File: src/hdl/bcmb_pkg.sv
// Shared types and constants for the BGR555 color math blend block.
// No dependencies.
`default_nettype none
package bcmb_pkg;

  localparam int COLOR_W  = 15;
  localparam int CH_W     = 5;
  localparam int COMP_W   = 8;
  localparam int BRIGHT_W = 4;
  localparam int MODE_W   = 2;
  localparam int CFG_IDX_W = 2;
  localparam int CFG_DATA_W = 15;

  // Register indexes on the configuration port
  localparam logic [CFG_IDX_W-1:0] REG_MATH_MODE  = 2'd0;
  localparam logic [CFG_IDX_W-1:0] REG_USE_SUB    = 2'd1;
  localparam int MODE_HALF_BIT = 0;
  localparam int MODE_SUB_BIT  = 1;
  localparam logic [CFG_IDX_W-1:0] REG_FIXED      = 2'd2;
  localparam logic [CFG_IDX_W-1:0] REG_BRIGHTNESS = 2'd3;

  localparam logic [BRIGHT_W-1:0] BRIGHT_RESET = 4'd15;

  // Queue between front and back
  localparam int QUEUE_DEPTH = 2;
  localparam int QUEUE_AW    = $clog2(QUEUE_DEPTH);
  localparam int QUEUE_CW    = $clog2(QUEUE_DEPTH + 1);

  typedef struct packed {
    logic [MODE_W-1:0]     math_mode;
    logic                  use_sub_screen;
    logic [COLOR_W-1:0]    fixed_color;
    logic [BRIGHT_W-1:0]   brightness;
  } cfg_t;

  // Classified pixel as handed from front to back
  typedef struct packed {
    logic [COLOR_W-1:0] main_pix;
    logic [COLOR_W-1:0] operand;
    logic               subtract;
    logic               half;
    logic               enable;
  } job_t;

  typedef struct packed {
    logic [COMP_W-1:0]  blue_out;
    logic [COMP_W-1:0]  green_out;
    logic [COMP_W-1:0]  red_out;
    logic [COLOR_W-1:0] blended_color;
  } result_t;

endpackage
`default_nettype wire

File: src/hdl/bcmb_front.sv
// Front stage: takes input beats, selects the second operand and math flags.
// Depends on bcmb_pkg.
`default_nettype none
module bcmb_front import bcmb_pkg::*; (
  input  wire logic               clk,
  input  wire logic               rst,
  input  wire cfg_t               cfg,
  input  wire logic               in_valid,
  output logic                    in_ready,
  input  wire logic [COLOR_W-1:0] main_pix,
  input  wire logic [COLOR_W-1:0] sub_pix,
  input  wire logic               sub_is_backdrop,
  input  wire logic               math_enable,
  output logic                    push,
  input  wire logic               queue_full,
  output job_t                    job
);

  logic held;
  job_t job_next;

  assign push     = held && !queue_full;
  assign in_ready = !held || !queue_full;

  always_comb begin
    job_next.main_pix   = main_pix;
    job_next.operand    = cfg.use_sub_screen ? sub_pix : cfg.fixed_color;
    job_next.subtract   = cfg.math_mode[MODE_SUB_BIT];
    // backdrop under sub-screen math never halves
    job_next.half       = cfg.math_mode[MODE_HALF_BIT] &&
                          !(cfg.use_sub_screen && sub_is_backdrop);
    job_next.enable     = math_enable;
  end

  always_ff @(posedge clk) begin
    if (rst) begin
      held <= 1'b0;
    end else if (in_ready) begin
      held <= in_valid;
    end
  end

  always_ff @(posedge clk) begin
    if (in_ready && in_valid) begin
      job <= job_next;
    end
  end

endmodule
`default_nettype wire

File: src/hdl/bcmb_queue.sv
// Short register queue that decouples the front and back stages.
// Depends on bcmb_pkg.
`default_nettype none
module bcmb_queue import bcmb_pkg::*; (
  input  wire logic clk,
  input  wire logic rst,
  input  wire logic push,
  input  wire job_t push_job,
  output logic      full,
  input  wire logic pop,
  output logic      empty,
  output job_t      head
);

  job_t                slots [QUEUE_DEPTH];
  logic [QUEUE_AW-1:0] wr_ptr;
  logic [QUEUE_AW-1:0] rd_ptr;
  logic [QUEUE_CW-1:0] count;

  assign full  = (count == QUEUE_CW'(QUEUE_DEPTH));
  assign empty = (count == '0);
  assign head  = slots[rd_ptr];

  always_ff @(posedge clk) begin
    if (rst) begin
      wr_ptr <= '0;
      rd_ptr <= '0;
      count  <= '0;
    end else begin
      if (push) begin
        wr_ptr <= (wr_ptr == QUEUE_AW'(QUEUE_DEPTH - 1)) ? '0 : wr_ptr + 1'b1;
      end
      if (pop) begin
        rd_ptr <= (rd_ptr == QUEUE_AW'(QUEUE_DEPTH - 1)) ? '0 : rd_ptr + 1'b1;
      end
      if (push && !pop) begin
        count <= count + 1'b1;
      end else if (pop && !push) begin
        count <= count - 1'b1;
      end
    end
  end

  always_ff @(posedge clk) begin
    if (push) begin
      slots[wr_ptr] <= push_job;
    end
  end

  a_no_overflow: assert property (@(posedge clk) disable iff (rst)
    count <= QUEUE_CW'(QUEUE_DEPTH))
    else $error("queue count beyond depth");

  a_no_push_full: assert property (@(posedge clk) disable iff (rst)
    full |-> !push)
    else $error("push into full queue");

  a_no_pop_empty: assert property (@(posedge clk) disable iff (rst)
    empty |-> !pop)
    else $error("pop from empty queue");

  a_count_step: assert property (@(posedge clk) disable iff (rst)
    (push && !pop) |=> count == $past(count) + 1'b1)
    else $error("queue count did not advance on push");

endmodule
`default_nettype wire

File: src/hdl/bcmb_back.sv
// Back stage: per-channel add/subtract with clamp, halving, brightness scale.
// Depends on bcmb_pkg.
`default_nettype none
module bcmb_back import bcmb_pkg::*; (
  input  wire logic                clk,
  input  wire logic                rst,
  input  wire logic [BRIGHT_W-1:0] brightness,
  input  wire logic                queue_empty,
  input  wire job_t                head,
  output logic                     pop,
  output logic                     out_valid,
  input  wire logic                out_ready,
  output result_t                  result
);

  function automatic logic [CH_W-1:0] blend_ch(input logic [CH_W-1:0] a,
                                               input logic [CH_W-1:0] b,
                                               input logic sub, input logic half);
    logic [CH_W:0]   sum;
    logic [CH_W-1:0] diff;
    logic [CH_W-1:0] r;
    sum  = {1'b0, a} + {1'b0, b};
    diff = (a > b) ? a - b : '0;
    if (sub) begin
      r = half ? (diff >> 1) : diff;
    end else if (half) begin
      r = sum[CH_W:1];
    end else begin
      r = sum[CH_W] ? '1 : sum[CH_W-1:0];
    end
    return r;
  endfunction

  function automatic logic [COMP_W-1:0] scale_ch(input logic [CH_W-1:0] c,
                                                 input logic [BRIGHT_W-1:0] br);
    logic [BRIGHT_W:0]      factor;
    logic [CH_W+BRIGHT_W:0] prod;
    factor = {1'b0, br} + 1'b1;
    prod   = {{(BRIGHT_W+1){1'b0}}, c} * {{CH_W{1'b0}}, factor};
    return prod[COMP_W:1];
  endfunction

  logic [COLOR_W-1:0] color;
  result_t            result_next;

  assign pop = !queue_empty && (!out_valid || out_ready);

  always_comb begin
    color = head.main_pix;
    if (head.enable) begin
      for (int i = 0; i < 3; i++) begin
        color[i*CH_W +: CH_W] = blend_ch(head.main_pix[i*CH_W +: CH_W],
                                         head.operand[i*CH_W +: CH_W],
                                         head.subtract, head.half);
      end
    end
    result_next.blended_color = color;
    result_next.red_out       = scale_ch(color[0 +: CH_W], brightness);
    result_next.green_out     = scale_ch(color[CH_W +: CH_W], brightness);
    result_next.blue_out      = scale_ch(color[2*CH_W +: CH_W], brightness);
  end

  always_ff @(posedge clk) begin
    if (rst) begin
      out_valid <= 1'b0;
    end else if (!out_valid || out_ready) begin
      out_valid <= !queue_empty;
    end
  end

  always_ff @(posedge clk) begin
    if (pop) begin
      result <= result_next;
    end
  end

endmodule
`default_nettype wire

File: src/hdl/bgr555_color_math_blend.sv
// Top level of the BGR555 color math blend block: config registers,
// front stage, queue and back stage. Depends on bcmb_pkg and its submodules.
//
//  channel   dir  handshake           payload
//  s_axis    in   s_tvalid/s_tready   tdata main+sub color, tuser flags
//  m_axis    out  m_tvalid/m_tready   tdata blended color + RGB components
//  cfg       in   cfg_we              cfg_index, cfg_data
//
// One pixel per clock sustained while m_tready stays high; a pixel passes the
// front register, then a queue slot, then the back output register.
// The two-entry queue absorbs output stalls so the front keeps accepting
// until the queue and front register are both full.
// Synchronous active-high reset empties all stages and loads register
// defaults (brightness 15, all others 0).
`default_nettype none
module bgr555_color_math_blend import bcmb_pkg::*; (
  input  wire logic                  clk,
  input  wire logic                  rst,
  input  wire logic                  s_tvalid,
  output logic                       s_tready,
  // tdata: [14:0] main_pix, [29:15] sub_pix, [31:30] zero
  input  wire logic [31:0]           s_tdata,
  // tuser: [0] sub_is_backdrop, [1] math_enable
  input  wire logic [1:0]            s_tuser,
  output logic                       m_tvalid,
  input  wire logic                  m_tready,
  // tdata: [14:0] blended_color, [22:15] red_out, [30:23] green_out,
  //        [38:31] blue_out, [39] zero
  output logic [39:0]                m_tdata,
  input  wire logic                  cfg_we,
  input  wire logic [CFG_IDX_W-1:0]  cfg_index,
  input  wire logic [CFG_DATA_W-1:0] cfg_data
);

  cfg_t    cfg;
  job_t    front_job;
  job_t    head;
  logic    push;
  logic    pop;
  logic    q_full;
  logic    q_empty;
  result_t result;

  // Config registers; the user must write them only while the block is idle (not enforced here)
  always_ff @(posedge clk) begin
    if (rst) begin
      cfg.math_mode      <= '0;
      cfg.use_sub_screen <= 1'b0;
      cfg.fixed_color    <= '0;
      cfg.brightness     <= BRIGHT_RESET;
    end else if (cfg_we) begin
      unique case (cfg_index)
        REG_MATH_MODE:  cfg.math_mode      <= cfg_data[MODE_W-1:0];
        REG_USE_SUB:    cfg.use_sub_screen <= cfg_data[0];
        REG_FIXED:      cfg.fixed_color    <= cfg_data[COLOR_W-1:0];
        REG_BRIGHTNESS: cfg.brightness     <= cfg_data[BRIGHT_W-1:0];
        default: ;
      endcase
    end
  end

  bcmb_front u_front (
    .clk             (clk),
    .rst             (rst),
    .cfg             (cfg),
    .in_valid        (s_tvalid),
    .in_ready        (s_tready),
    .main_pix        (s_tdata[COLOR_W-1:0]),
    .sub_pix         (s_tdata[2*COLOR_W-1:COLOR_W]),
    .sub_is_backdrop (s_tuser[0]),
    .math_enable     (s_tuser[1]),
    .push            (push),
    .queue_full      (q_full),
    .job             (front_job)
  );

  bcmb_queue u_queue (
    .clk      (clk),
    .rst      (rst),
    .push     (push),
    .push_job (front_job),
    .full     (q_full),
    .pop      (pop),
    .empty    (q_empty),
    .head     (head)
  );

  bcmb_back u_back (
    .clk         (clk),
    .rst         (rst),
    .brightness  (cfg.brightness),
    .queue_empty (q_empty),
    .head        (head),
    .pop         (pop),
    .out_valid   (m_tvalid),
    .out_ready   (m_tready),
    .result      (result)
  );

  assign m_tdata = {1'b0, result};

endmodule
`default_nettype wire

File: config.mk
export PLATFORM = sky130hd
export DESIGN_NAME = bgr555_color_math_blend
export DESIGN_NICKNAME = d
export VERILOG_FILES = /design/src/hdl/bcmb_pkg.sv /design/src/hdl/bcmb_front.sv /design/src/hdl/bcmb_queue.sv /design/src/hdl/bcmb_back.sv /design/src/hdl/bgr555_color_math_blend.sv
export SDC_FILE = /design/constraint.sdc
export NUM_CORES = 1
export LEC_CHECK = 0
export BUFFER_PORTS_ARGS = -buffer_cell sky130_fd_sc_hd__buf_2
export CAP_MARGIN = 30
export CORE_MARGIN = 10
export CORE_UTILIZATION = 54
export CTS_CLUSTER_SIZE = 30
export DETAILED_ROUTE_END_ITERATION = 7
export MAX_ROUTING_LAYER = met4
export PLACE_DENSITY_LB_ADDON = 0.08
export SYNTH_ARGS = -nofsm -noshare
export SYNTH_HDL_FRONTEND = slang
export SYNTH_SLANG_ARGS = --single-unit
File: constraint.sdc
create_clock -name clk -period 5.7 [get_ports clk]
set_input_delay 0.285 -clock clk [delete_from_list [all_inputs] [get_ports clk]]
set_output_delay 0.285 -clock clk [all_outputs]
set_load 0.02 [all_outputs]
# --- After elaboration in Yosys (flattened, before gate mapping) ---
# Memories as Yosys holds them, arrays and structs flattened. A register that Yosys moved wholly into a read port is not among the register bits.
# Cells that the tools add are included.
totals:
  out_inout_bits: 42
  mem_count: 1
  ff_bits: 100
  ramBits: 66
  wordCells: 88
  latch_bits: 0
  mem_bits_ro: 0
  inputBits: 56
classes:
  n_bitwise: 0
  multipliers: 3
  addsub: 11
  eq_ne: 4
  shift: 0
  muxes: 25
  reduce_logical: 23
  n_lt_le_gt_ge: 3
  div_mod_pow: 0
memory_table:
  columns: ["name", "depth", "word_bits", "read_ports", "rd_clocked_by_memory_dff", "wr", "line_no", "source"]
  rows:
  - ["u_queue.slots", 2, 33, 1, 1, 1, "bcmb_queue.sv:15", "job_t slots [QUEUE_DEPTH];"]
ops:
  columns: ["op", "count"]
  rows:
  - ["5-bit two-way mux", 15]
  - ["15-bit two-way mux", 2]
  - ["5-bit by 5-bit multiplier with 9-bit output", 3]
  - ["5-bit by 5-bit adder with 6-bit output", 3]
  - ["5-bit greater-than comparator", 3]
  - ["5-bit subtractor", 3]
  - ["2-bit AND reduction", 4]
  - ["1-bit logical AND", 7]
  - ["1-bit zero test", 7]
  - ["2-bit equality test, second input constant", 3]
  - ["1-bit two-way mux", 6]
  - ["4-bit by 1-bit adder with 5-bit output, second input constant", 1]
  - ["2-bit zero test", 2]
  - ["2-bit two-way mux", 2]
  - ["1-bit adder, second input constant", 2]
  - ["2-bit by 1-bit adder with 2-bit output, second input constant", 1]
  - ["2-bit by 1-bit equality test with 1-bit output, second input constant", 1]
  - ["1-bit logical OR", 2]
  - ["2-bit nonzero test", 1]
  - ["2-bit by 1-bit subtractor with 2-bit output, second input constant", 1]

# --- Logic depth before layout (Yosys ltp) ---
# Gate-level depths: netlist (run 1).
logic_depth:
  word_depth: 7
  mapped_depth: 26
  mapped_depth_nobuf: 23

# --- Cells and area by module ---
# Synthesis (run 1) repeated with hierarchy kept, for this count alone.
hier_totals:
  cells_unflattened: 886
  hier_area_um2: 10356.2
modules_own_cells:
  columns: ["module", "area_each_um2", "cells_each", "instances", "seq_area_each_um2"]
  rows:
  - ["bcmb_back", 5502.8, 606, 1, 1191.1]
  - ["bcmb_queue", 2583.7, 125, 1, 2082.0]
  - ["bcmb_front", 1277.5, 57, 1, 1011.0]
  - ["bgr555_color_math_blend", 992.2, 98, 1, 440.4]

# --- Least setup slack after synthesis (run 1) ---
# Ideal clock, no wire load.
synth_timing:
  path_kind: "reg2reg"
  startpoint: "reg with a tool-made name"
  endpoint: "reg, netlist name u_back.result[30]"
  setup_time_ps: 260
  t_arrival_ps: 5875
  period_less_slack_ps: 6135
  path_buffers: 5
  required_time_ps: 5440
  stages_incl_launch_ff: 25
  slack_ps: -435
  path_cell_list: "dfxtp_1 > buf_6 > buf_2 > buf_2 > buf_1 > mux2_2 > ha_1 > buf_2 > nand3_1 > o21bai_1 > a21oi_1 > a31oi_1 > a311oi_2 > nand2_1 > fa_1 > fa_1 > fa_1 > inv_1 > ha_1 > nor2b_1 > nor3_1 > o21bai_1 > a21oi_1 > xnor2_1 > xnor2_1"

==> results of run 1 <==
==> logic make-up (layout without fill, tap and decap cells) <==
logic type | after synthesis | in the layout | synth area share [%]
XOR/XNOR | 42 | 42 | 3.660
multiplexers | 56 | 56 | 6.038
flip-flops | 167 | 167 | 47.01
other | 1 | 1 | 0.03731
AND/OR/NAND/NOR | 245 | 245 | 11.89
adder cells (fa/ha/maj) | 113 | 113 | 16.31
buffers and inverters | 106 | 279 | 4.233
AO/OA/AOI/OAI | 159 | 159 | 10.83
==> critical path, cell delays in order (launching register included) <==
cell and delay, ns:
dfxtp_4 0.43, buf_6 0.17, mux2_2 0.39, ha_4 0.30, nand3_1 0.12, o21bai_2 0.25, buf_4 0.16, a211oi_4 0.24
a221oi_2 0.10, o21a_1 0.26, inv_2 0.06, nand2_1 0.07, fa_1 0.55, fa_1 0.44, fa_1 0.54, inv_1 0.04
ha_1 0.29, nor2b_1 0.15, nor3_2 0.15, o21bai_1 0.10, a21oi_1 0.18, xnor2_1 0.15, xnor2_1 0.09
==> per-stage QoR <==
stage               utilization (%)  worst slack (ns)
floorplan                         -          0.002452
global placement              62.03           0.01007
detailed placement            62.03          -0.01125
CTS                           65.31           0.03794
global route                  66.75          -0.02266
finish                        66.75            0.2327
==> layout by cell type, fill, tap and decap left out, drive strengths merged, types with 4 or more instances in the layout <==
master | netlist | final
nor2b | 14 | 14
clkbuf | 13 | 18
ha | 83 | 83
dfxtp | 29 | 29
nand2 | 62 | 62
o21a | 4 | 4
nand3 | 14 | 14
buf | 17 | 170
a21o | 7 | 7
mux2i | 22 | 22
nor3 | 13 | 13
a31oi | 6 | 6
nand2b | 13 | 13
edfxtp | 138 | 138
and2 | 15 | 15
o21bai | 9 | 9
fa | 30 | 30
nand3b | 7 | 7
clkinv | 1 | 7
or2 | 5 | 5
a2bb2oi | 4 | 4
xor2 | 12 | 12
a211oi | 6 | 6
xnor2 | 30 | 30
a21oi | 52 | 52
inv | 75 | 81
a211o | 4 | 4
and3 | 7 | 7
nor2 | 77 | 77
o21ai | 26 | 26
o221ai | 5 | 5
mux2 | 34 | 34
==> layout make-up <==
class                           instances  area (µm²)  area share (%)
Multi-Input combinational cell        616        5135           42.39
Sequential cell                       167        4728           39.04
Timing Repair Buffer                  171        1086           8.966
Clock buffer                           17       425.4           3.512
Tap cell                              229       286.5           2.365
Inverter                               76       285.3           2.355
Clock inverter                         15       166.4           1.374
==> worst paths after layout <==
kind	cells past startpoint	end	slack (ns)
min reg2reg	0	u_queue.slots[0][6]	0.44
max	22	u_back.result[30]	0.23
max reg2reg	22	u_back.result[30]	0.23
min	1	u_front.job[21]	0.02
==> sequential cells by signal, indices dropped and copies added, names as in the netlist, named ones only <==
name / count
u_queue.slots: 66
u_back.result: 39
u_front.job: 33
cfg: 22
u_queue.count: 2
u_back.out_valid: 1
u_front.held: 1
u_queue.rd_ptr: 1
u_queue.wr_ptr: 1
==> power by group <==
part | total [W] | internal (W) | switching, W | leakage, nW
Sequential | 0.00178 | 0.00170 | 0.0000803 | 1.55
Clock | 0.00116 | 0.000622 | 0.000541 | 0.285
Combinational | 0.00390 | 0.00177 | 0.00214 | 3.28
Total | 0.00684 | 0.00409 | 0.00276 | 5.11
==> layer usage <==
metal	routed length, µm	part of all wire (%)
met5	0	0
met4	418	1.9
met3	989	4.6
met2	10030	46
met1	10280	47
==> timing repair <==
action,4_1_cts,5_1_grt
cloned,0,1
resized for setup,1,47
setup buffers,0,3
pin swaps,0,17
setup endpoints to repair,1,5
==> impl_metrics.py, run 1 <==
metrics = {
    "outcome": {
        "status": "completed",
    },
    "place": {
        "gp_congestion": 0.8832,
        "place_inst": 1255,
        "postPlaceCellArea_mm2": 0.01126,
        "io_buffers": 94,
        "dp_hpwl_um": 16630,
    },
    "drt": {
        "drt_wl_total_um": 21710,
        "first_pass_iters": 5,
        "wl_per_cell_um": 16.82,
        "drc": 0,
        "antenna_left": 0,
        "vias": 6941,
        "viasPerCell": 5.376,
        "drt-initial-drc-count": 433,
    },
    "setup_path": {
        "required_ns": 5.88,
        "critPathLaunchType": "flip-flop",
        "arrival_ns": 5.65,
        "worstSetupPathType": "flip-flop to flip-flop",
        "worst_setup_path_end_kind": "flip-flop",
        "crit_fanout": 9,
    },
    "cts": {
        "clk_pin_slew_ns": 0.07,
        "cts_tree": "done",
        "cts_max_level": 4,
        "cts_buffer_depth": 2,
        "worstSkewPairLatency_ns": 0.43,
        "cts_root_buf": "clkbuf_16",
        "hold_buffers": 0,
        "numCtsBuffers": 17,
        "clock_sinks": 167,
    },
    "die": {
        "core_area_mm2": 0.01815,
        "initial_core_util_pct": 55.38,
        "die_h_um": 156.4,
        "ios": 98,
        "die-area_mm2": 0.02447,
        "die_w_um": 156.4,
        "std_cell_rows": 49,
    },
    "synthesis": {
        "yosysMostFrequentCell": "edfxtp_1",
        "yosys_warnings": 0,
        "synth-edff-count": 138,
        "synth_common_cells": "edfxtp_1, ha_1, nor2_1, inv_1, nand2_1",
        "avgSynthCellArea_um2": 11.31,
        "synth_sequential_area_ratio_pct": 47.01,
        "synthFlopType": "edfxtp_1",
        "syn-instance-count": 889,
        "syn_area_mm2": 0.01005,
        "yosysTopAreaCell": "edfxtp_1",
        "yosysTopAreaCellShare_pct": 41.23,
        "synthTopCellsByArea": "edfxtp_1, ha_1, fa_1",
        "yosys_register_bits": 167,
        "synth_fp_nets": 1058,
        "ys_types": 77,
        "async_flop_share_pct": 0,
    },
    "layout": {
        "design_area_mm2": 0.01211,
        "fill_cells": 1446,
        "syn_to_final_growth_pct": 20.52,
        "final_layout_size_suffix_gt1_share_pct": 27.40,
        "num_antenna_cells": 0,
        "instances_no_fill": 1291,
        "nets": 1218,
    },
    "timing": {
        "layout_min_cycle_time_ns": 5.467,
        "finalCritPeriodShare_pct": 95.92,
        "fin_skew_ns": 0.01338,
        "fmax_mhz": 182.9,
        "maxSlewViolCount": 0,
        "worst_pin_slew_ns": 0.9199,
        "rsz0062_at_grt": "true",
        "hold_viol_final": 0,
        "setup_viol": 0,
        "setup_tns_ns": 0,
        "relSlewSlack_pct": 38.44,
        "timing.hold.ws_ns": 0.02467,
    },
    "global_routing": {
        "antenna_found_initial": 0,
        "grt_max_degree": 41,
        "met1_usage_pct": 23.70,
        "grt.overflow.total": 0,
        "grt_use_met3_pct": 3.152,
        "use_met2_pct": 28.97,
        "grt_pass1_wl_um": 34980,
        "gr-max-usage-layer": "met2",
        "grt_pass1_vias": 7056,
        "grtUsageTotal_pct": 18.40,
    },
    "power_and_ir_drop": {
        "p_leak_nw": 5.111,
        "vdd_drop_max_v": 0.0002364,
        "total_power_w": 0.006844,
        "p_per_area_mw_per_mm2": 565.0,
    },
    "flow_run": {
        "timing.max_cap.violations": 0,
    },
    "min_path": {
        "min_from": "s_tdata[3]",
        "holdCritPathClass": "primary input to flip-flop",
    },
}
(Power assumes the default switching activity.)
==> run 2, diff against run 1 <==
CORE_UTILIZATION = 60   (was 54)
RECOVER_POWER = 25   (was default)
clock period = 5.95 ns   (was 5.7 ns; I/O delays follow)
==> impl_metrics.py, run 2 (synthesis results as in run 1) <==
metrics = {
    "layout": {
        "syn_to_final_growth_pct": 15.26,
        "num_antenna_cells": 0,
        "reg_top3": "u_queue.slots (66), u_back.result (39), u_front.job (33)",
        "largest_register": "u_queue.slots",
        "instances_no_fill": 1240,
        "fill_cells": 1256,
        "nets": 1176,
        "final_layout_size_suffix_gt1_share_pct": 21.86,
        "final_common_cell": "edfxtp_1",
        "largest_reg_flops": 66,
        "layout_common_cells": "edfxtp_1, buf_2, ha_1, nor2_1, inv_1",
    },
    "timing": {
        "fin_skew_ns": 0.009029,
        "relSlewSlack_pct": 39.03,
        "finalCritPeriodShare_pct": 94.48,
        "setup_viol": 0,
        "maxSlewViolCount": 0,
        "worst_pin_slew_ns": 0.9112,
        "timing.hold.ws_ns": 0.03380,
        "layout_min_cycle_time_ns": 5.621,
        "hold_viol_final": 0,
        "fmax_mhz": 177.9,
        "setup_tns_ns": 0,
    },
    "die": {
        "die-area_mm2": 0.02233,
        "die_h_um": 149.4,
        "ios": 98,
        "die_w_um": 149.4,
        "std_cell_rows": 47,
        "initial_core_util_pct": 60.82,
        "core_area_mm2": 0.01652,
    },
    "place": {
        "place_inst": 1207,
        "io_buffers": 94,
        "gp_congestion": 0.9283,
        "dp_hpwl_um": 15930,
    },
    "global_routing": {
        "grt_max_degree": 41,
        "antenna_found_initial": 0,
        "grtUsageTotal_pct": 19.58,
        "grt_pass1_vias": 6894,
        "grt.overflow.total": 0,
        "grt_pass1_wl_um": 33970,
    },
    "setup_path": {
        "crit_fanout": 9,
        "r2r_setup_slack_ns": 0.33,
        "required_ns": 6.14,
        "reg2regPathDepth": 20,
        "cp_slowest_cell": "fa_1",
        "arrival_ns": 5.81,
        "cp_common_cell": "fa_1",
        "slowest_delay_ns": 0.55,
        "worstSetupPathType": "flip-flop to flip-flop",
        "worst_setup_path_end_kind": "flip-flop",
        "path_cells": "buf_4 > mux2_2 > ha_1 > nor2b_1 > o21bai_2 > a31oi_1 > a2111oi_1 > a311oi_2 > nand2_1 > fa_1 > fa_1 > fa_1 > inv_1 > ha_1 > nor2b_1 > nor3_1 > o21bai_1 > a21oi_1 > xnor2_1 > xnor2_1",
        "r2r-end": "u_back.result[30]",
        "critPathLaunchType": "flip-flop",
    },
    "min_path": {
        "min_path_cells": 1,
        "holdCritPathClass": "primary input to flip-flop",
        "min_from": "s_tdata[6]",
        "hold_end": "u_front.job[24]",
    },
    "drt": {
        "drc": 0,
        "drt-initial-drc-count": 358,
        "vias": 6844,
        "wl_per_cell_um": 16.75,
        "antenna_left": 0,
        "viasPerCell": 5.519,
        "drt_wl_total_um": 20770,
        "first_pass_iters": 5,
    },
    "cts": {
        "cts_max_level": 4,
        "worstSkewPairLatency_ns": 0.43,
        "cts_buffer_depth": 2,
        "numCtsBuffers": 17,
        "cts_tree": "done",
        "clock_sinks": 167,
        "clk_pin_slew_ns": 0.07,
        "hold_buffers": 0,
        "cts_root_buf": "clkbuf_16",
    },
    "power_and_ir_drop": {
        "vdd_drop_max_v": 0.0002629,
        "p_per_area_mw_per_mm2": 531.6,
        "p_leak_nw": 4.897,
        "total_power_w": 0.006158,
    },
    "flow_run": {
        "timing.max_cap.violations": 0,
    },
    "outcome": {
        "status": "completed",
    },
}
## run 2: changes by cell type in the layout (fill, tap and decap cells not counted), moves of 3 or more
cell / delta
buf_4: -38
ha_1: +10
ha_4: -6
mux2i_1: +5
ha_2: -4
inv_8: +4
fa_1: +3
fa_2: -3
mux2i_4: -3
nor3_1: +3
nor3_2: -3
## run 2: cell type report
cell class	instances	area [µm²]	share of cell area, %
multi-input combinational	616	4955	42.77
sequential	167	4728	40.81
timing repair buffer	129	732.0	6.318
clock buffer	17	425.4	3.672
inverter	76	285.3	2.462
tap	220	275.3	2.376
clock inverter	15	183.9	1.588
## run 2: metal layers
layer | vias to the layer above | global-route usage (%) | share of wire (%) | routed length, µm
li1 | 3401 | - | - | -
met1 | 3261 | 24.51 | 45 | 9350
met2 | 168 | 32.31 | 49 | 10130
met3 | 14 | 4.076 | 5.2 | 1078
met4 | 0 | 4.024 | 1.0 | 214
met5 | - | - | 0 | 0
## run 2: metrics by stage
stage / util, % / area, µm² / setup WS [ns]
detailed placement: 66.06 / 10920 / 0.1194
global placement: 66.06 / 10920 / 0.1677
global route: 70.11 / 11580 / -0.01247
CTS: 69.74 / 11520 / 0.06826
floorplan: - / 10050 / 0.02818
finish: 70.11 / 11580 / 0.3286
## run 2: worst max path at each step
stage	endpoint	slack (ns)	depth (start not counted)
after floorplan	u_back.result[30]	0.03	24
after CTS	u_back.result[38]	0.07	23
final	u_back.result[30]	0.33	20
after detailed placement	u_back.result[38]	0.12	23
after global routing	u_back.result[22]	-0.01	22
after global placement	u_back.result[30]	0.17	20
## run 2: repair_timing
item,CTS,global route
endpoints found under the setup margin,0,4
buffers inserted,0,1
gates resized for setup,0,14
## run 2: report_power, final
group | total, W | internal, W | switching (W) | leakage [nW]
clock network | 0.00113 | 0.000606 | 0.000522 | 0.290
registers | 0.00170 | 0.00163 | 0.0000748 | 1.55
logic | 0.00333 | 0.00139 | 0.00194 | 3.06
## run 2: worst max-delay path: cells and delay by family, from the launching register on
| kind | cells | cell delay (ns) |
|---|---|---|
| adders and majority gates | 5 | 2.15 |
| DFF | 1 | 0.42 |
| buffers and inverters | 2 | 0.21 |
| muxes | 1 | 0.42 |
| and+or+nand+nor | 4 | 0.62 |
| AOI/OAI and AO/OA | 6 | 1.31 |
| xor gates and xnor gates | 2 | 0.24 |
==> run 3, diff against run 2 <==
CTS_BUF_LIST = sky130_fd_sc_hd__clkbuf_4   (was default)
==> impl_metrics.py, run 3 (synthesis results as in run 1) <==
metrics = {
    "cts": {
        "numCtsBuffers": 17,
        "cts_max_level": 4,
        "cts_buffer_depth": 2,
        "cts_root_buf": "clkbuf_4",
        "worstSkewPairLatency_ns": 0.59,
        "cts_tree": "done",
        "clock_sinks": 167,
        "clk_pin_slew_ns": 0.15,
    },
    "setup_path": {
        "path_delay_family": "adder cells",
        "cp_common_cell": "a21oi_1",
        "slowest_delay_ns": 0.54,
        "required_ns": 6.30,
        "path_cells": "buf_4 > mux2_2 > ha_2 > nand3_1 > o21bai_1 > a21oi_1 > a21oi_1 > o32ai_2 > nand2_1 > fa_1 > inv_1 > fa_1 > fa_1 > ha_1 > a21oi_1 > nor2_1 > o21ai_0 > a21oi_1 > xnor2_1 > xnor2_1",
        "critPathLaunchType": "flip-flop",
        "cp_slowest_cell": "fa_1",
        "worst_setup_path_end_kind": "flip-flop",
        "crit_buf_inv": 2,
        "worstSetupPathType": "flip-flop to flip-flop",
        "crit_fanout": 9,
        "arrival_ns": 6.00,
    },
    "layout": {
        "reg_top3": "u_queue.slots (66), u_back.result (39), u_front.job (33)",
        "largest_register": "u_queue.slots",
        "layout_common_cells": "edfxtp_1, buf_2, ha_1, nor2_1, inv_1",
        "instances_no_fill": 1282,
        "syn_to_final_growth_pct": 16.91,
        "final_layout_size_suffix_gt1_share_pct": 21.68,
        "largest_reg_flops": 66,
        "nets": 1217,
        "final_common_cell": "edfxtp_1",
    },
    "global_routing": {
        "antenna_found_initial": 1,
        "grt.overflow.total": 0,
        "grt_pass1_wl_um": 34810,
        "grt_max_degree": 41,
        "grtUsageTotal_pct": 20.04,
        "grt_pass1_vias": 7131,
    },
    "timing": {
        "finalCritPeriodShare_pct": 95.07,
        "maxSlewViolCount": 0,
        "setup_viol": 0,
        "fin_skew_ns": 0.02673,
        "fmax_mhz": 176.8,
        "layout_min_cycle_time_ns": 5.657,
        "setup_tns_ns": 0,
        "worst_pin_slew_ns": 0.9299,
        "relSlewSlack_pct": 37.78,
        "hold_viol_final": 0,
        "worst_slack_ns": 0.2932,
    },
    "die": {
        "initial_core_util_pct": 60.82,
        "core_area_mm2": 0.01652,
        "ios": 98,
        "die-area_mm2": 0.02233,
        "die_w_um": 149.4,
        "std_cell_rows": 47,
        "die_h_um": 149.4,
    },
    "place": {
        "io_buffers": 94,
        "place_inst": 1207,
        "dp_hpwl_um": 15930,
        "gp_congestion": 0.9283,
        "place_ws_ns": 0.1194,
    },
    "drt": {
        "wl_per_cell_um": 16.87,
        "drt_wl_total_um": 21630,
        "antenna_left": 0,
        "vias": 7065,
        "drc": 0,
        "viasPerCell": 5.511,
        "drt-initial-drc-count": 323,
        "first_pass_iters": 7,
    },
    "power_and_ir_drop": {
        "p_per_area_mw_per_mm2": 493.2,
        "vdd_drop_max_v": 0.0002584,
        "total_power_w": 0.005796,
        "p_leak_nw": 4.934,
    },
    "outcome": {
        "status": "completed",
    },
    "min_path": {
        "holdCritPathClass": "primary input to flip-flop",
    },
    "flow_run": {
        "timing.max_cap.violations": 0,
    },
}
run 3: cell count changes in the layout (fill, tap and decap cells not counted), moves of 2 or more:
cell           previous run  this run
ha_1                     82        78
clkbuf_16                17         0
dlygate4sd3_1             0        39
mux2i_1                  22        20
clkbuf_1                  1         4
buf_2                    93        90
ha_2                      1         3
ha_4                      0         2
clkbuf_4                  0        18
run 3: tightest hold or removal path: stages:
cell and delay [ns]:
buf_2 0.07, nand2b_1 0.12, a21oi_1 0.08
run 3: what timing repair did:
action	4_1_cts	5_1_grt
resized for setup	0	26
hold endpoints to repair	40	1
setup endpoints to repair	0	4
buffers inserted	0	3
hold buffers	38	1
run 3: through the flow:
step	utilization, %	hold slack [ns]	cell area (µm²)
6_report	71.11	0.03274	11750
5_1_grt	71.11	0.001535	11750
4_1_cts	70.24	0.001655	11610
3_5_place_dp	66.06	0.4304	10920
3_3_place_gp	66.06	0.4222	10920
2_1_floorplan	-	0.3964	10050
run 3: area by class of cell:
class	instances	area (µm²)
Multi-Input combinational cell	616	5014
Antenna cell	1	2.502
Sequential cell	167	4728
Timing Repair Buffer	170	1134
Tap cell	220	275.3
Inverter	76	285.3
Clock buffer	17	127.6
Clock inverter	15	183.9
Fill cell	1244	4775
run 3: layer usage:
layer / up-vias / part of all wire (%) / track usage, % / wire (µm)
met5: - / 0 / - / 0
met4: 0 / 1.2 / 5.692 / 257
met3: 21 / 5.3 / 3.563 / 1157
met2: 191 / 50 / 33.44 / 10760
met1: 3366 / 44 / 24.52 / 9453
li1: 3487 / - / - / -
run 3: where the power goes:
part / switching, W / total, W / leakage (nW) / internal (W)
registers: 0.0000741 / 0.00170 / 1.55 / 0.00162
clock network: 0.000468 / 0.000704 / 0.159 / 0.000236
logic: 0.00195 / 0.00339 / 3.22 / 0.00144
total: 0.00249 / 0.00580 / 4.93 / 0.00330
run 3: path summary, 6_finish.rpt:
kind                         from                    to  slack (ns)  cells past startpoint
setup / recovery        flip-flop     u_back.result[22]        0.29                     20
hold / removal           m_tready      u_back.out_valid        0.03                      3
setup reg to reg        flip-flop     u_back.result[22]        0.29                     20
hold reg to reg   u_front.job[32]  u_queue.slots[0][32]        0.44                      0
